**config.mk**
```make
export PLATFORM = sky130hd
export DESIGN_NAME = cfs_window
export DESIGN_NICKNAME = d
export VERILOG_FILES = /design/src/rtl/cfs_pkg.sv /design/src/rtl/cfs_window.sv
export SDC_FILE = /design/constraint.sdc
export NUM_CORES = 2
export LEC_CHECK = 0
export ABC_AREA = 1
export BUFFER_PORTS_ARGS = -buffer_cell sky130_fd_sc_hd__buf_4
export CAP_MARGIN = 15
export CELL_PAD_IN_SITES_DETAIL_PLACEMENT = 1
export CELL_PAD_IN_SITES_GLOBAL_PLACEMENT = 1
export CORE_MARGIN = 1.5
export CORE_UTILIZATION = 48
export CTS_CLUSTER_SIZE = 14
export DETAILED_ROUTE_END_ITERATION = 6
export PLACE_DENSITY_LB_ADDON = 0.1
export SLEW_MARGIN = 10
export SYNTH_ARGS = -nofsm -noshare
export SYNTH_HDL_FRONTEND = slang
export SYNTH_SLANG_ARGS = --single-unit
export TNS_END_PERCENT = 5
```
**constraint.sdc**
```tcl
create_clock -name clk_i -period 1.8 [get_ports clk_i]
set_input_delay 0.18 -clock clk_i [delete_from_list [all_inputs] [get_ports clk_i]]
set_output_delay 0.18 -clock clk_i [all_outputs]
set_load 0.02 [all_outputs]
```
**src/rtl/cfs_pkg.sv**
```systemverilog
// Shared constants, types and the coefficient table of the spectrum smoother.
`timescale 1ns / 1ps
`default_nettype none

package cfs_pkg;

  localparam int TAPS            = 251;
  localparam int HALF_SPAN       = 125;
  localparam int COEF_HALF_COUNT = 126;
  localparam int SAMPLE_BITS     = 16;
  localparam int COEF_BITS       = 18;
  localparam int POS_BITS        = 12;
  localparam int ADDR_BITS       = $clog2(TAPS);
  localparam int OWED_BITS       = $clog2(HALF_SPAN + 1);
  localparam int J_BITS          = $clog2(TAPS) + 2;
  localparam int CIDX_BITS       = $clog2(COEF_HALF_COUNT);
  localparam int PROD_BITS       = SAMPLE_BITS + COEF_BITS;
  localparam int ACC_BITS        = PROD_BITS + $clog2(TAPS);
  localparam int ROUND_SHIFT     = 20;
  localparam int DRAIN_CYCLES    = 2;

  typedef enum logic {
    FUNC_PUSH  = 1'b0,
    FUNC_FLUSH = 1'b1
  } func_e;

  typedef enum logic [1:0] {
    ST_IDLE,
    ST_RUN,
    ST_DRAIN,
    ST_ROUND
  } seq_state_e;

  // One tap command from the sequencer to the multiply-accumulate unit.
  typedef struct packed {
    logic                 clear;
    logic                 step;
    logic                 live;
    logic [CIDX_BITS-1:0] cidx;
  } tap_cmd_t;

  // Q0.20 coefficients of taps 0 to 125; the other half mirrors them.
  localparam logic signed [COEF_BITS-1:0] COEF_HALF [COEF_HALF_COUNT] = '{
    -18'sd162, -18'sd158, -18'sd155, -18'sd152, -18'sd149,
    -18'sd146, -18'sd144, -18'sd141, -18'sd139, -18'sd136,
    -18'sd133, -18'sd130, -18'sd127, -18'sd123, -18'sd118,
    -18'sd113, -18'sd107, -18'sd100, -18'sd92,  -18'sd83,
    -18'sd73,  -18'sd61,  -18'sd48,  -18'sd34,  -18'sd18,
    18'sd0,    18'sd20,   18'sd42,   18'sd66,   18'sd92,
    18'sd120,  18'sd152,  18'sd185,  18'sd222,  18'sd261,
    18'sd303,  18'sd348,  18'sd396,  18'sd447,  18'sd502,
    18'sd560,  18'sd622,  18'sd687,  18'sd755,  18'sd828,
    18'sd904,  18'sd983,  18'sd1067, 18'sd1154, 18'sd1245,
    18'sd1340, 18'sd1439, 18'sd1542, 18'sd1649, 18'sd1760,
    18'sd1874, 18'sd1993, 18'sd2115, 18'sd2241, 18'sd2370,
    18'sd2504, 18'sd2641, 18'sd2781, 18'sd2925, 18'sd3072,
    18'sd3222, 18'sd3376, 18'sd3532, 18'sd3692, 18'sd3854,
    18'sd4019, 18'sd4186, 18'sd4355, 18'sd4527, 18'sd4700,
    18'sd4875, 18'sd5052, 18'sd5230, 18'sd5410, 18'sd5590,
    18'sd5772, 18'sd5954, 18'sd6136, 18'sd6318, 18'sd6500,
    18'sd6682, 18'sd6864, 18'sd7045, 18'sd7224, 18'sd7403,
    18'sd7580, 18'sd7755, 18'sd7929, 18'sd8100, 18'sd8269,
    18'sd8435, 18'sd8599, 18'sd8759, 18'sd8916, 18'sd9070,
    18'sd9220, 18'sd9365, 18'sd9507, 18'sd9644, 18'sd9777,
    18'sd9905, 18'sd10028, 18'sd10146, 18'sd10258, 18'sd10365,
    18'sd10466, 18'sd10562, 18'sd10651, 18'sd10735, 18'sd10812,
    18'sd10883, 18'sd10948, 18'sd11006, 18'sd11057, 18'sd11102,
    18'sd11140, 18'sd11171, 18'sd11195, 18'sd11213, 18'sd11223,
    18'sd11227
  };

  function automatic logic signed [COEF_BITS-1:0] coef_of(input logic [CIDX_BITS-1:0] m);
    logic signed [COEF_BITS-1:0] c;
    if (m < CIDX_BITS'(COEF_HALF_COUNT)) begin
      c = COEF_HALF[m];
    end else begin
      c = COEF_HALF[COEF_HALF_COUNT-1];
    end
    return c;
  endfunction

endpackage

`default_nettype wire

```
**src/rtl/cfs_window.sv**
```systemverilog
// Circular sample window memory with per-entry valid bits and a registered read port.
`timescale 1ns / 1ps
`default_nettype none

module cfs_window (
  input  logic                                   clk_i,
  input  logic                                   rst_ni,
  input  logic                                   clear_i,
  input  logic                                   wr_en_i,
  input  logic [cfs_pkg::ADDR_BITS-1:0]          wr_addr_i,
  input  logic signed [cfs_pkg::SAMPLE_BITS-1:0] wr_data_i,
  input  logic                                   rd_en_i,
  input  logic [cfs_pkg::ADDR_BITS-1:0]          rd_addr_i,
  output logic signed [cfs_pkg::SAMPLE_BITS-1:0] rd_data_o,
  output logic                                   rd_valid_o
);

  logic signed [cfs_pkg::SAMPLE_BITS-1:0] mem_q [cfs_pkg::TAPS];
  logic [cfs_pkg::TAPS-1:0]               valid_q;
  logic signed [cfs_pkg::SAMPLE_BITS-1:0] rd_data_q;
  logic                                   rd_valid_q;

  always_ff @(posedge clk_i) begin
    if (wr_en_i) begin
      mem_q[wr_addr_i] <= wr_data_i;
    end
  end

  always_ff @(posedge clk_i) begin
    if (rd_en_i) begin
      rd_data_q <= mem_q[rd_addr_i];
    end
  end

  // Entries never written since the last clear or reset are flagged not valid on the read port.
  always_ff @(posedge clk_i or negedge rst_ni) begin
    if (!rst_ni) begin
      valid_q    <= '0;
      rd_valid_q <= 1'b0;
    end else begin
      if (clear_i) begin
        valid_q <= '0;
      end else if (wr_en_i) begin
        valid_q[wr_addr_i] <= 1'b1;
      end
      if (rd_en_i) begin
        rd_valid_q <= valid_q[rd_addr_i];
      end
    end
  end

  assign rd_data_o  = rd_data_q;
  assign rd_valid_o = rd_valid_q;

endmodule

`default_nettype wire

```
==> out/results.ini <==
[routing]
wl_per_cell_um=30.0
dr_total_vias=121778
ant_nets=0
drt_iter0_markers=13163
routed_wl_um=606000
post-route-drc-count=5
drtPass1Iterations=7
viasPerCell=6.03

[finish]
nets=15062
area_delta_synth_final_pct=20.9
drive_above_1_share_pct=16.1
fin_cells=20179

[timing]
fmax_mhz=453
period_share_pct=123
setup_viol=33
slew_viol_final=0
tns_ns=-7.82
tightest_slew_ns=0.710
finClkSkew_ns=0.0652
slew_headroom_pct=52.7
period_minus_slack_ns=2.21
finalWorstSetupSlack_ns=-0.406
final_hold_viol_count=0
rsz0062_at_grt=yes

[grt]
globalRoute.totalOverflow=0
grt_pass1_wl_um=877000
grt_pass1_vias=126159
antenna_found_initial=26
gr-usage-all-layers_pct=33.1
grt_start_max_net_pins=87

[power_and_ir_drop]
p_leak_nw=71.1
intPower_mw=168
pwr-share-comb_pct=7.6
swShare_pct=23.3
p_seq_share_pct=49.9
p_clk_share_pct=42.4
p_total_mw=219
peakVddDrop_mv=0.901
p_switching_mw=51.1
power.density_mw_per_mm2=1060

[critical_path]
required_ns=2.56
critPathMaxFanout=1
endpoint_kind=register
arrival_ns=2.96
r2r_start=mem_q[44][7]
crit_start=mem_q[44][7]
path_class=register to register
cp-start-kind=register
regToRegSetupSlack_ns=-0.41

[place]
dpl.hpwl_um=390000
place.gp.congestion=0.926
io_buffers=53
dpl.cell_count=19304
pre_cts_slack_ns=-1.71

[clocking]
cts_tree=yes
insertion_delay_ns=1.01
cts.clk_slew.worst_paths_ns=0.06
clk_path_buf_depth=4
clkSinkCount=4284
post_cts_buffers=0
htreeDepth=5
cts_buffers=446
cts_root_buffer=clkbuf_16

[yosys]
ys.flop_type=edfxtp_1
async_reset_ff_share_pct=5.88
ys_ff_latch=4284
netlist_top_cells_count=edfxtp_1, nor2_1, o21ai_0
synth_area_leaders=edfxtp_1, nor2_1, o21ai_0
synth_xor_area_share_pct=0
syn_avg_cell_area_sq_um=12.3
synth_top_area_cell=edfxtp_1
yosysSeqAreaShare_pct=74.3
synth.area.mux_share_pct=0.0117
synth_compound_area_share_pct=10.2
synth_top_area_share_pct=70.6
synth-simple-area-share_pct=12.4
yosys.area_share.adder_pct=0
synth_cells=13956
synth_cell_type_count=29
synth-edff-count=4032
synth_top_family_by_area=simple AND/OR/NAND/NOR gates
yosysMostFrequentCell=edfxtp_1
synth_area_sq_mm=0.171
syn-num-nets=13993
synth_warnings=0

[run]
maxCapViolCount=0

[floorplan]
placeableCoreArea_sq_mm=0.356
die-width_um=601
die_area_sq_mm=0.361
io_pins=54
rows=219
die_h_um=601
start_util_pct=48.2

[hold_path]
hold_start=wr_addr_i[3]
hp-class=input port to register

[run_status]
violations=design-rule violations, negative setup slack
status=finished with violations

## through the flow
stage	hold slack [ns]	util, %	area [sq um]
after global routing	0.143	58.3	207000
after floorplan	-0.116	-	172000
final	0.120	58.3	207000
after CTS	0.0593	58.2	207000
after detailed placement	0.0898	53.9	192000
after global placement	0.0941	53.9	192000
## sequential cells by signal, summed over array words and instances (netlist names)
| signal | count |
|---|---|
| rd_valid_o | 1 |
| mem_q | 4016 |
| valid_q | 251 |
| rd_data_o | 16 |
## layout make-up
cell class / count / area, sq um
clock buffer: 606 / 12200
multi-input combinational: 8534 / 40000
fill: 35265 / 148000
timing repair buffer: 1591 / 18800
sequential: 4284 / 127000
clock inverter: 235 / 2310
tap: 4751 / 5940
antenna: 10 / 25.0
inverter: 168 / 681
## path summary, 6_finish.rpt
check                                 end  cells past startpoint
min in group asynchronous    valid_q[193]                      4
hold / removal             mem_q[202][12]                      7
setup reg to reg             rd_data_o[7]                     11
max in group asynchronous     valid_q[89]                      6
hold reg to reg              valid_q[246]                      2
setup / recovery             rd_data_o[7]                     11
## cell families after synthesis
group | after synthesis
simple gates | 5397
buf+inv | 1138
mux | 2
flops | 4284
compound gates | 3135
## metal layers
metal	GRT usage, %	part of all wire (%)	up-vias
li1	-	-	52456
met1	44.4	40	63353
met2	53.9	48	4849
met3	4.49	7.2	1118
met4	15.0	5.1	2
met5	0	0.0020	-
## worst max-delay path, stage by stage, from the launching register on
cell	delay [ns]
edfxtp_1	0.36
or2_2	0.28
nand3_1	0.08
o21ai_0	0.10
nand2_1	0.07
nand2_1	0.05
nor2_1	0.13
a21oi_1	0.11
nand2_1	0.26
nand3_1	0.29
nand3_4	0.19
nand2_1	0.07
## power by group through the flow
stage               sequential (mW)  clock, mW  combinational, mW
finish                          109       93.0               16.7
global route                    109       97.1               17.6
CTS                             109       93.9               16.4
detailed placement              111          0               16.0
global placement                111          0               15.5
floorplan                       111          0               6.46
## placed cells by master (no fill, tap or decap), drive strengths merged, types with 252 or more instances in the layout
master | synthesis | final
edfxtp | 4032 | 4032
nor2 | 3522 | 3522
o21ai | 2044 | 2044
buf | 395 | 1565
nand2 | 1105 | 1105
nand3 | 720 | 720
clkbuf | 575 | 607
o211ai | 504 | 504
o22ai | 340 | 340
dfrtp | 252 | 252
## what timing repair did
| item | CTS | global route |
|---|---|---|
| hold buffers | 26 | 0 |
| endpoints found under the hold margin | 4422 | 0 |
| resized for setup | 148 | 78 |
| setup endpoints to repair | 34 | 33 |
| pin swaps | 9 | 38 |
(Power assumes the default switching activity.)
