## src/rtl/cfs_pkg.sv

```systemverilog
// Shared constants, types and the coefficient table of the spectrum smoother.
`timescale 1ns / 1ps
`default_nettype none

package cfs_pkg;

  localparam int TAPS            = 251;
  localparam int HALF_SPAN       = 125;
  localparam int COEF_HALF_COUNT = 126;
  localparam int SAMPLE_BITS     = 16;
  localparam int COEF_BITS       = 18;
  localparam int POS_BITS        = 12;
  localparam int ADDR_BITS       = $clog2(TAPS);
  localparam int OWED_BITS       = $clog2(HALF_SPAN + 1);
  localparam int J_BITS          = $clog2(TAPS) + 2;
  localparam int CIDX_BITS       = $clog2(COEF_HALF_COUNT);
  localparam int PROD_BITS       = SAMPLE_BITS + COEF_BITS;
  localparam int ACC_BITS        = PROD_BITS + $clog2(TAPS);
  localparam int ROUND_SHIFT     = 20;
  localparam int DRAIN_CYCLES    = 2;

  typedef enum logic {
    FUNC_PUSH  = 1'b0,
    FUNC_FLUSH = 1'b1
  } func_e;

  typedef enum logic [1:0] {
    ST_IDLE,
    ST_RUN,
    ST_DRAIN,
    ST_ROUND
  } seq_state_e;

  // One tap command from the sequencer to the multiply-accumulate unit.
  typedef struct packed {
    logic                 clear;
    logic                 step;
    logic                 live;
    logic [CIDX_BITS-1:0] cidx;
  } tap_cmd_t;

  // Q0.20 coefficients of taps 0 to 125; the other half mirrors them.
  localparam logic signed [COEF_BITS-1:0] COEF_HALF [COEF_HALF_COUNT] = '{
    -18'sd162, -18'sd158, -18'sd155, -18'sd152, -18'sd149,
    -18'sd146, -18'sd144, -18'sd141, -18'sd139, -18'sd136,
    -18'sd133, -18'sd130, -18'sd127, -18'sd123, -18'sd118,
    -18'sd113, -18'sd107, -18'sd100, -18'sd92,  -18'sd83,
    -18'sd73,  -18'sd61,  -18'sd48,  -18'sd34,  -18'sd18,
    18'sd0,    18'sd20,   18'sd42,   18'sd66,   18'sd92,
    18'sd120,  18'sd152,  18'sd185,  18'sd222,  18'sd261,
    18'sd303,  18'sd348,  18'sd396,  18'sd447,  18'sd502,
    18'sd560,  18'sd622,  18'sd687,  18'sd755,  18'sd828,
    18'sd904,  18'sd983,  18'sd1067, 18'sd1154, 18'sd1245,
    18'sd1340, 18'sd1439, 18'sd1542, 18'sd1649, 18'sd1760,
    18'sd1874, 18'sd1993, 18'sd2115, 18'sd2241, 18'sd2370,
    18'sd2504, 18'sd2641, 18'sd2781, 18'sd2925, 18'sd3072,
    18'sd3222, 18'sd3376, 18'sd3532, 18'sd3692, 18'sd3854,
    18'sd4019, 18'sd4186, 18'sd4355, 18'sd4527, 18'sd4700,
    18'sd4875, 18'sd5052, 18'sd5230, 18'sd5410, 18'sd5590,
    18'sd5772, 18'sd5954, 18'sd6136, 18'sd6318, 18'sd6500,
    18'sd6682, 18'sd6864, 18'sd7045, 18'sd7224, 18'sd7403,
    18'sd7580, 18'sd7755, 18'sd7929, 18'sd8100, 18'sd8269,
    18'sd8435, 18'sd8599, 18'sd8759, 18'sd8916, 18'sd9070,
    18'sd9220, 18'sd9365, 18'sd9507, 18'sd9644, 18'sd9777,
    18'sd9905, 18'sd10028, 18'sd10146, 18'sd10258, 18'sd10365,
    18'sd10466, 18'sd10562, 18'sd10651, 18'sd10735, 18'sd10812,
    18'sd10883, 18'sd10948, 18'sd11006, 18'sd11057, 18'sd11102,
    18'sd11140, 18'sd11171, 18'sd11195, 18'sd11213, 18'sd11223,
    18'sd11227
  };

  function automatic logic signed [COEF_BITS-1:0] coef_of(input logic [CIDX_BITS-1:0] m);
    logic signed [COEF_BITS-1:0] c;
    if (m < CIDX_BITS'(COEF_HALF_COUNT)) begin
      c = COEF_HALF[m];
    end else begin
      c = COEF_HALF[COEF_HALF_COUNT-1];
    end
    return c;
  endfunction

endpackage

`default_nettype wire

```

## src/rtl/cfs_mac.sv

```systemverilog
// Shared pipelined multiply-accumulate unit with rounding and saturation to Q4.12.
`timescale 1ns / 1ps
`default_nettype none

module cfs_mac (
  input  logic                                   clk_i,
  input  logic                                   rst_ni,
  input  cfs_pkg::tap_cmd_t                      cmd_i,
  input  logic signed [cfs_pkg::SAMPLE_BITS-1:0] sample_i,
  input  logic                                   sample_ok_i,
  output logic signed [cfs_pkg::SAMPLE_BITS-1:0] result_o
);

  localparam int AW = cfs_pkg::ACC_BITS;
  localparam logic signed [AW-1:0] SAT_HI   = AW'(2 ** (cfs_pkg::SAMPLE_BITS - 1) - 1);
  localparam logic signed [AW-1:0] SAT_LO   = -SAT_HI - AW'(1);
  localparam logic signed [AW-1:0] ROUND_HF = AW'(2 ** (cfs_pkg::ROUND_SHIFT - 1));

  logic signed [cfs_pkg::COEF_BITS-1:0] coef_q;
  logic                                 live_q;
  logic                                 step0_q;
  logic signed [cfs_pkg::PROD_BITS-1:0] prod_q;
  logic                                 step1_q;
  logic signed [AW-1:0]                 acc_q;
  logic signed [AW-1:0]                 rsum;
  logic signed [AW-1:0]                 quot;

  // Stage 0 runs beside the window read: coefficient lookup.
  always_ff @(posedge clk_i) begin
    coef_q <= cfs_pkg::coef_of(cmd_i.cidx);
    live_q <= cmd_i.live;
  end

  // Stage 1: product, zero for taps outside the filter or unwritten entries.
  always_ff @(posedge clk_i) begin
    if (live_q && sample_ok_i) begin
      prod_q <= cfs_pkg::PROD_BITS'(sample_i) * cfs_pkg::PROD_BITS'(coef_q);
    end else begin
      prod_q <= '0;
    end
  end

  always_ff @(posedge clk_i or negedge rst_ni) begin
    if (!rst_ni) begin
      step0_q <= 1'b0;
      step1_q <= 1'b0;
    end else begin
      step0_q <= cmd_i.step;
      step1_q <= step0_q;
    end
  end

  // Stage 2: accumulate.
  always_ff @(posedge clk_i) begin
    if (cmd_i.clear) begin
      acc_q <= '0;
    end else if (step1_q) begin
      acc_q <= acc_q + AW'(prod_q);
    end
  end

  // Round half up, floor to Q4.12, then saturate.
  always_comb begin
    rsum = acc_q + ROUND_HF;
    quot = rsum >>> cfs_pkg::ROUND_SHIFT;
    if (quot > SAT_HI) begin
      result_o = SAT_HI[cfs_pkg::SAMPLE_BITS-1:0];
    end else if (quot < SAT_LO) begin
      result_o = SAT_LO[cfs_pkg::SAMPLE_BITS-1:0];
    end else begin
      result_o = quot[cfs_pkg::SAMPLE_BITS-1:0];
    end
  end

endmodule

`default_nettype wire

```

## config.mk

```make
export PLATFORM = sky130hd
export DESIGN_NAME = cfs_mac
export DESIGN_NICKNAME = d
export VERILOG_FILES = /design/src/rtl/cfs_pkg.sv /design/src/rtl/cfs_mac.sv
export SDC_FILE = /design/constraint.sdc
export NUM_CORES = 1
export LEC_CHECK = 0
export BUFFER_PORTS_ARGS = -buffer_cell sky130_fd_sc_hd__buf_4
export CAP_MARGIN = 30
export CORE_UTILIZATION = 50
export CTS_CLUSTER_DIAMETER = 150
export DETAILED_ROUTE_END_ITERATION = 8
export GPL_TIMING_DRIVEN = 0
export PLACE_DENSITY = 0.72
export REMOVE_ABC_BUFFERS = 1
export SYNTH_ARGS = -nofsm -noshare
export SYNTH_HDL_FRONTEND = slang
export SYNTH_SLANG_ARGS = --single-unit
```

## constraint.sdc

```tcl
create_clock -name clk_i -period 7.1 [get_ports clk_i]
set_input_delay 1.065 -clock clk_i [delete_from_list [all_inputs] [get_ports clk_i]]
set_output_delay 1.065 -clock clk_i [all_outputs]
set_load 0.02 [all_outputs]
```

==> impl_metrics.py, run 1 <==
metrics = {
    "run_status": {
        "run_status": "finished clean",
    },
    "detailed_routing": {
        "drtPass1Iterations": 8,
        "drc": 0,
        "vias": 14130,
        "via_per_inst": 5.651,
        "drt_wl_total_mm": 41.59,
        "first_iter_violations": 960,
        "wire_per_inst_um": 16.64,
        "postRouteAntennaNets": 0,
    },
    "timing": {
        "setup_viol": 0,
        "final.min_clock_period_ns": 6.797,
        "rsz0062_at_grt": "no",
        "slew_viol_final": 0,
        "fin_worst_hold_slack_ns": 0.3491,
        "fin_crit_sh_pct": 95.73,
        "fin_worst_skew_ns": 0.01621,
        "setup_ws_ns": 0.3032,
        "timing.fmax_mhz": 147.1,
        "hold_viol": 0,
        "tightest_slew_ns": 0.9305,
        "fin_tns_setup_ns": 0,
        "maxSlewHeadroom_pct": 37.97,
    },
    "hold_path": {
        "worstHoldEndpoint": "step1_q",
        "hp-class": "reg -> reg",
        "hold_start": "step0_q",
        "hold_path_depth": 0,
    },
    "layout": {
        "n_antenna_cell": 0,
        "regArea_um2": 1893,
        "drive_above_1_share_pct": 4.630,
        "fillers": 3110,
        "area_delta_synth_final_pct": 5.084,
        "final_nets": 2478,
        "fin_cells": 2500,
        "multi_input_area_um2": 13690,
    },
    "critical_path": {
        "timing.rr.end": "prod_q[33]",
        "critPathMaxStageDelay_ns": 0.65,
        "endpoint_kind": "register",
        "r2r_cells": 20,
        "crit_path_top_delay_cell": "fa_2",
        "cp.buffers_inverters": 6,
        "crit_family": "adder cells",
        "start_kind": "primary input",
        "crit_type": "in -> reg",
        "r2r_slack_ns": 0.54,
        "crit_fanout": 15,
        "cp_cell_sequence": "buf_4, nand2_1, inv_1, fa_2, inv_1, fa_2, clkinvlp_4, fa_1, fa_1, fa_1, inv_1, fa_1, inv_1, ha_1, and3_1, a221o_1, a221o_1, a32oi_2, a21oi_1, xnor2_1, nor2_1",
        "cp.arrival_ns": 7.00,
        "timing.rr.start": "coef_q[16]",
        "crit_required_ns": 7.30,
    },
    "global_routing": {
        "grt_usage_pct": 24.33,
        "antenna_found_initial": 0,
        "grt_pass1_vias": 14410,
        "grt_overflow": 0,
        "grt_max_degree": 99,
        "grt_pass1_wl_mm": 70.18,
    },
    "die": {
        "ios": 45,
        "placementRows": 67,
        "die_area_um2": 35100,
        "start_util_pct": 50.98,
        "die_w_um": 187.4,
        "dieHeight_um": 187.4,
        "core_area_um2": 33700,
    },
    "clock_network": {
        "root_buffer": "clkbuf_16",
        "worstSkewPairLatency_ns": 0.36,
        "cts_num_sinks": 94,
        "htree_levels": 3,
        "numCtsBuffers": 9,
        "clk_path_buf_depth": 2,
        "path_clk_slew_ns": 0.06,
        "cts_tree": "built",
    },
    "yosys": {
        "synth-seq-area-share_pct": 11.01,
        "synth_cells": 2086,
        "avgSynthCellArea_um2": 8.235,
        "netlist_area_um2": 17180,
        "synth_top_area_share_pct": 30.42,
        "ys_ff_latch": 94,
        "ys.flop_type": "dfxtp_1",
        "synth_edf_count": 0,
        "synthDistinctLibCells": 76,
        "synth_top_area_cell": "fa_1",
        "ys_top_cells_by_area": "fa_1, dfxtp_1, ha_1, inv_1, nand2_1",
        "synth_warnings": 0,
        "async_flop_share_pct": 2.128,
    },
    "placement": {
        "place_congestion": 0.9259,
        "placed_cells": 2482,
        "io_buffers": 44,
        "dp.final_hpwl_mm": 32.26,
        "post-place-ws_ns": -0.3413,
    },
    "job": {
        "drv_cap": 0,
    },
}
synthesized netlist by cell type, types with 4 or more instances:
cell and number:
nor2_1 168, mux2i_1 22, a211oi_1 19, nor3b_1 6, buf_1 16, a221o_1 4, buf_2 4, o21ai_1 17
a311oi_1 4, nor3_1 20, o21bai_1 8, nand2_1 221, or3_1 5, nand4_1 12, and2_1 115, nor2b_1 12
ha_1 141, a211o_1 4, o21a_1 13, xnor2_1 46, clkbuf_1 76, dfxtp_1 92, and3_1 16, a21oi_1 113
nor4_1 8, inv_1 333, xor2_1 34, nand3_1 37, nand2b_1 22, fa_1 261, o31ai_1 7, o211ai_1 18
a221oi_1 8, o22ai_1 11, a21o_1 44, o21ai_0 60, a31oi_1 20, or2_2 9
worst max-delay path by stage:
stage,start,end,slack (ns),cells after the start
detailed placement,sample_i[1],prod_q[33],-0.34,21
global route,sample_i[1],prod_q[30],0.03,24
global placement,sample_i[1],prod_q[33],-0.24,21
CTS,sample_i[1],prod_q[33],0.03,21
floorplan,sample_i[1],prod_q[33],0.50,20
finish,sample_i[1],prod_q[33],0.30,21
sequential cells by signal, summed over array words and instances, names as in the netlist:
name     count
acc_q       42
prod_q      34
coef_q      15
live_q       1
step0_q      1
step1_q      1
kinds of logic (layout without fill, tap and decap cells):
logic type                 count (synthesis)  count (layout)  share of synthesized area, %
AOI/OAI and AO/OA                        393             393                         15.03
DFF                                       94              94                         11.01
xor gates and xnor gates                  80              80                         4.079
adders and majority gates                402             402                         40.68
muxes                                     25              25                         1.610
buffers and inverters                    431             397                         9.446
and+or+nand+nor                          661             661                         18.14
what timing repair did:
action,CTS,global route
setup endpoints to repair,0,8
resized for setup,0,6
hold buffers,0,0
setup buffers,0,2
final cells by class:
type                    count  area share, %
clock inverters             6         0.3812
clock buffers              10          1.268
flip-flops and latches     94          10.49
inverters                 335          6.986
repair buffers             46          1.913
multi-input cells        1561          75.86
well taps                 448          3.105
layer usage:
metal | part of all wire (%) | track usage, %
met1 | 44 | 32.51
met2 | 47 | 40.76
met3 | 5.9 | 2.908
met4 | 2.5 | 8.417
met5 | 0 | 0
per-stage QoR:
step	utilization [%]	cell area [um^2]
after floorplan	-	16810
after global placement	52.54	17700
after detailed placement	52.54	17710
after CTS	53.42	18000
after global routing	53.57	18050
final	53.57	18050
cell usage in the layout (no fill, tap or decap), types with 4 or more instances in the layout:
cell	n
xnor2_1	46
nand2_1	221
mux2i_1	22
o21ai_0	60
o21bai_1	8
nor3b_1	6
or2_2	9
o31ai_1	7
nand3_1	37
clkbuf_16	9
o211ai_1	18
a21o_1	44
a221o_1	4
and2_1	115
a31oi_1	19
a21oi_1	113
a211o_1	4
nand4_1	12
or3_1	5
o21a_1	13
nand2b_1	22
a211oi_1	19
a311oi_1	4
inv_1	332
o21ai_1	17
ha_1	141
buf_4	46
nor2_1	168
fa_1	259
o22ai_1	11
nor3_1	20
nor4_1	8
a221oi_1	8
and3_1	16
xor2_1	34
nor2b_1	12
dfxtp_1	92
Power of run 1 is not shown: default switching activity piles up to over one toggle a cycle in this logic, so the estimate is an artifact.
==> inputs of run 2 (changes only) <==
CAP_MARGIN = unset   (was 30)
clock period = 7.35 ns   (was 7.1 ns; I/O delays follow)
==> run 2 against run 1 <==
- core utilization decreased by 0.089 points
- die area unchanged
- highest routed layer unchanged
- non-clock buffer count unchanged
- worst setup slack got worse by 0.0073 ns
- cell count unchanged
- global-route usage unchanged
- first-iteration DRC count decreased by 4.5%
- hold slack unchanged
- register-to-register slack improved by 0.05 ns
- sequential share of layout area about the same
- routed wire length decreased by 0.20%
- largest cell class unchanged
==> impl_metrics.py, run 2 (same netlist as run 1, synthesis figures left out) <==
metrics = {
    "run_status": {
        "run_status": "finished clean",
    },
    "die": {
        "core_area_um2": 33700,
        "placementRows": 67,
        "die_w_um": 187.4,
        "dieHeight_um": 187.4,
        "start_util_pct": 50.98,
        "ios": 45,
        "die_area_um2": 35100,
    },
    "clock_network": {
        "worstSkewPairLatency_ns": 0.37,
        "numCtsBuffers": 9,
        "path_clk_slew_ns": 0.06,
        "root_buffer": "clkbuf_16",
        "cts_num_sinks": 94,
        "clk_path_buf_depth": 2,
        "htree_levels": 3,
        "cts_tree": "built",
    },
    "layout": {
        "n_antenna_cell": 0,
        "fin_area_um2": 18020,
        "fillers": 3115,
        "area_delta_synth_final_pct": 4.909,
        "regMostFlops": "acc_q",
        "final_nets": 2478,
        "drive_above_1_share_pct": 4.435,
        "most-common-layout-cells": "inv_1, fa_1, nand2_1",
        "layout_commonest_cell": "inv_1",
        "reg_top3": "acc_q x42, prod_q x34, coef_q x15",
        "largest_reg_flops": 42,
    },
    "placement": {
        "place_congestion": 0.9259,
        "dp.final_hpwl_mm": 32.26,
        "post_dp_cell_area_um2": 17710,
        "io_buffers": 44,
    },
    "critical_path": {
        "crit_fanout": 15,
        "crit_type": "in -> reg",
        "endpoint_kind": "register",
        "start_kind": "primary input",
        "cp.arrival_ns": 7.26,
        "crit_required_ns": 7.56,
        "r2r_slack_ns": 0.59,
        "timing.rr.end": "prod_q[33]",
        "timing.rr.start": "coef_q[16]",
        "r2r_cells": 20,
    },
    "detailed_routing": {
        "drc": 0,
        "drt_wl_total_mm": 41.51,
        "first_iter_violations": 917,
        "via_per_inst": 5.646,
        "drtPass1Iterations": 6,
        "postRouteAntennaNets": 0,
        "vias": 14120,
        "wire_per_inst_um": 16.60,
    },
    "hold_path": {
        "hp-class": "reg -> reg",
        "hold_path_depth": 0,
        "worstHoldEndpoint": "step1_q",
        "hold_start": "step0_q",
    },
    "timing": {
        "timing.fmax_mhz": 141.8,
        "final.min_clock_period_ns": 7.054,
        "fin_worst_skew_ns": 0.01602,
        "fin_crit_sh_pct": 95.97,
        "fin_tns_setup_ns": 0,
        "maxSlewHeadroom_pct": 37.68,
        "hold_viol": 0,
        "slew_viol_final": 0,
        "setup_viol": 0,
        "tightest_slew_ns": 0.9347,
    },
    "global_routing": {
        "grt_pass1_wl_mm": 70.18,
        "grt_overflow": 0,
        "antenna_found_initial": 0,
        "grt_max_degree": 99,
        "grt_usage_pct": 24.33,
        "grt_pass1_vias": 14410,
    },
    "job": {
        "drv_cap": 0,
    },
}
-- run 2: worst max-delay path by stage --
stage	depth (start not counted)	from	slack [ns]	endpoint
finish	21	sample_i[1]	0.30	prod_q[33]
global route	24	sample_i[1]	-0.001	prod_q[30]
CTS	21	sample_i[1]	0.24	prod_q[33]
detailed placement	21	sample_i[1]	-0.13	prod_q[33]
global placement	21	sample_i[1]	-0.03	prod_q[33]
floorplan	20	sample_i[1]	0.71	prod_q[33]
-- run 2: timing repair --
item | in CTS | in global routing
resized for setup | 0 | 1
hold buffers | 0 | 0
endpoints found under the setup margin | 0 | 3
setup buffers | 0 | 2
-- run 2: metal layers --
layer	GRT usage, %	up-vias	routed length, um
li1	-	6690	-
met1	32.51	6860	18620
met2	40.76	468	19640
met3	2.908	98	2155
met4	8.417	0	1092
met5	0	-	0
-- run 2: worst max-delay path, cell delays in order --
cell,delay [ns]
buf_4,0.17
nand2_1,0.13
inv_1,0.10
fa_1,0.68
inv_1,0.14
fa_1,0.67
clkinvlp_4,0.17
fa_1,0.48
fa_1,0.52
fa_1,0.49
inv_1,0.05
fa_1,0.54
inv_1,0.07
ha_1,0.35
and3_1,0.26
a221o_1,0.36
a221o_1,0.33
a32oi_1,0.28
a21oi_1,0.13
xnor2_1,0.17
nor2_1,0.06
-- run 2: final cells by class --
class	instances	area, um^2	area share [%]
multi-input cells	1561	13660	75.82
flip-flops and latches	94	1893	10.50
inverters	335	1261	6.998
well taps	448	560.5	3.110
repair buffers	46	345.3	1.916
clock buffers	10	229.0	1.270
clock inverters	6	68.82	0.3818
-- run 2: metrics by stage --
stage               worst slack, ns  hold WS, ns  utilization (%)  instances
floorplan                    0.7077       0.3312                -       1990
global placement           -0.02946       0.3370            52.54       2482
detailed placement          -0.1288       0.3378            52.54       2482
CTS                          0.2435       0.3524            53.42       2498
global route              -0.001274       0.3643            53.48       2500
finish                       0.2959       0.3491            53.48       2500
Power of run 2 is left out for the same reason.
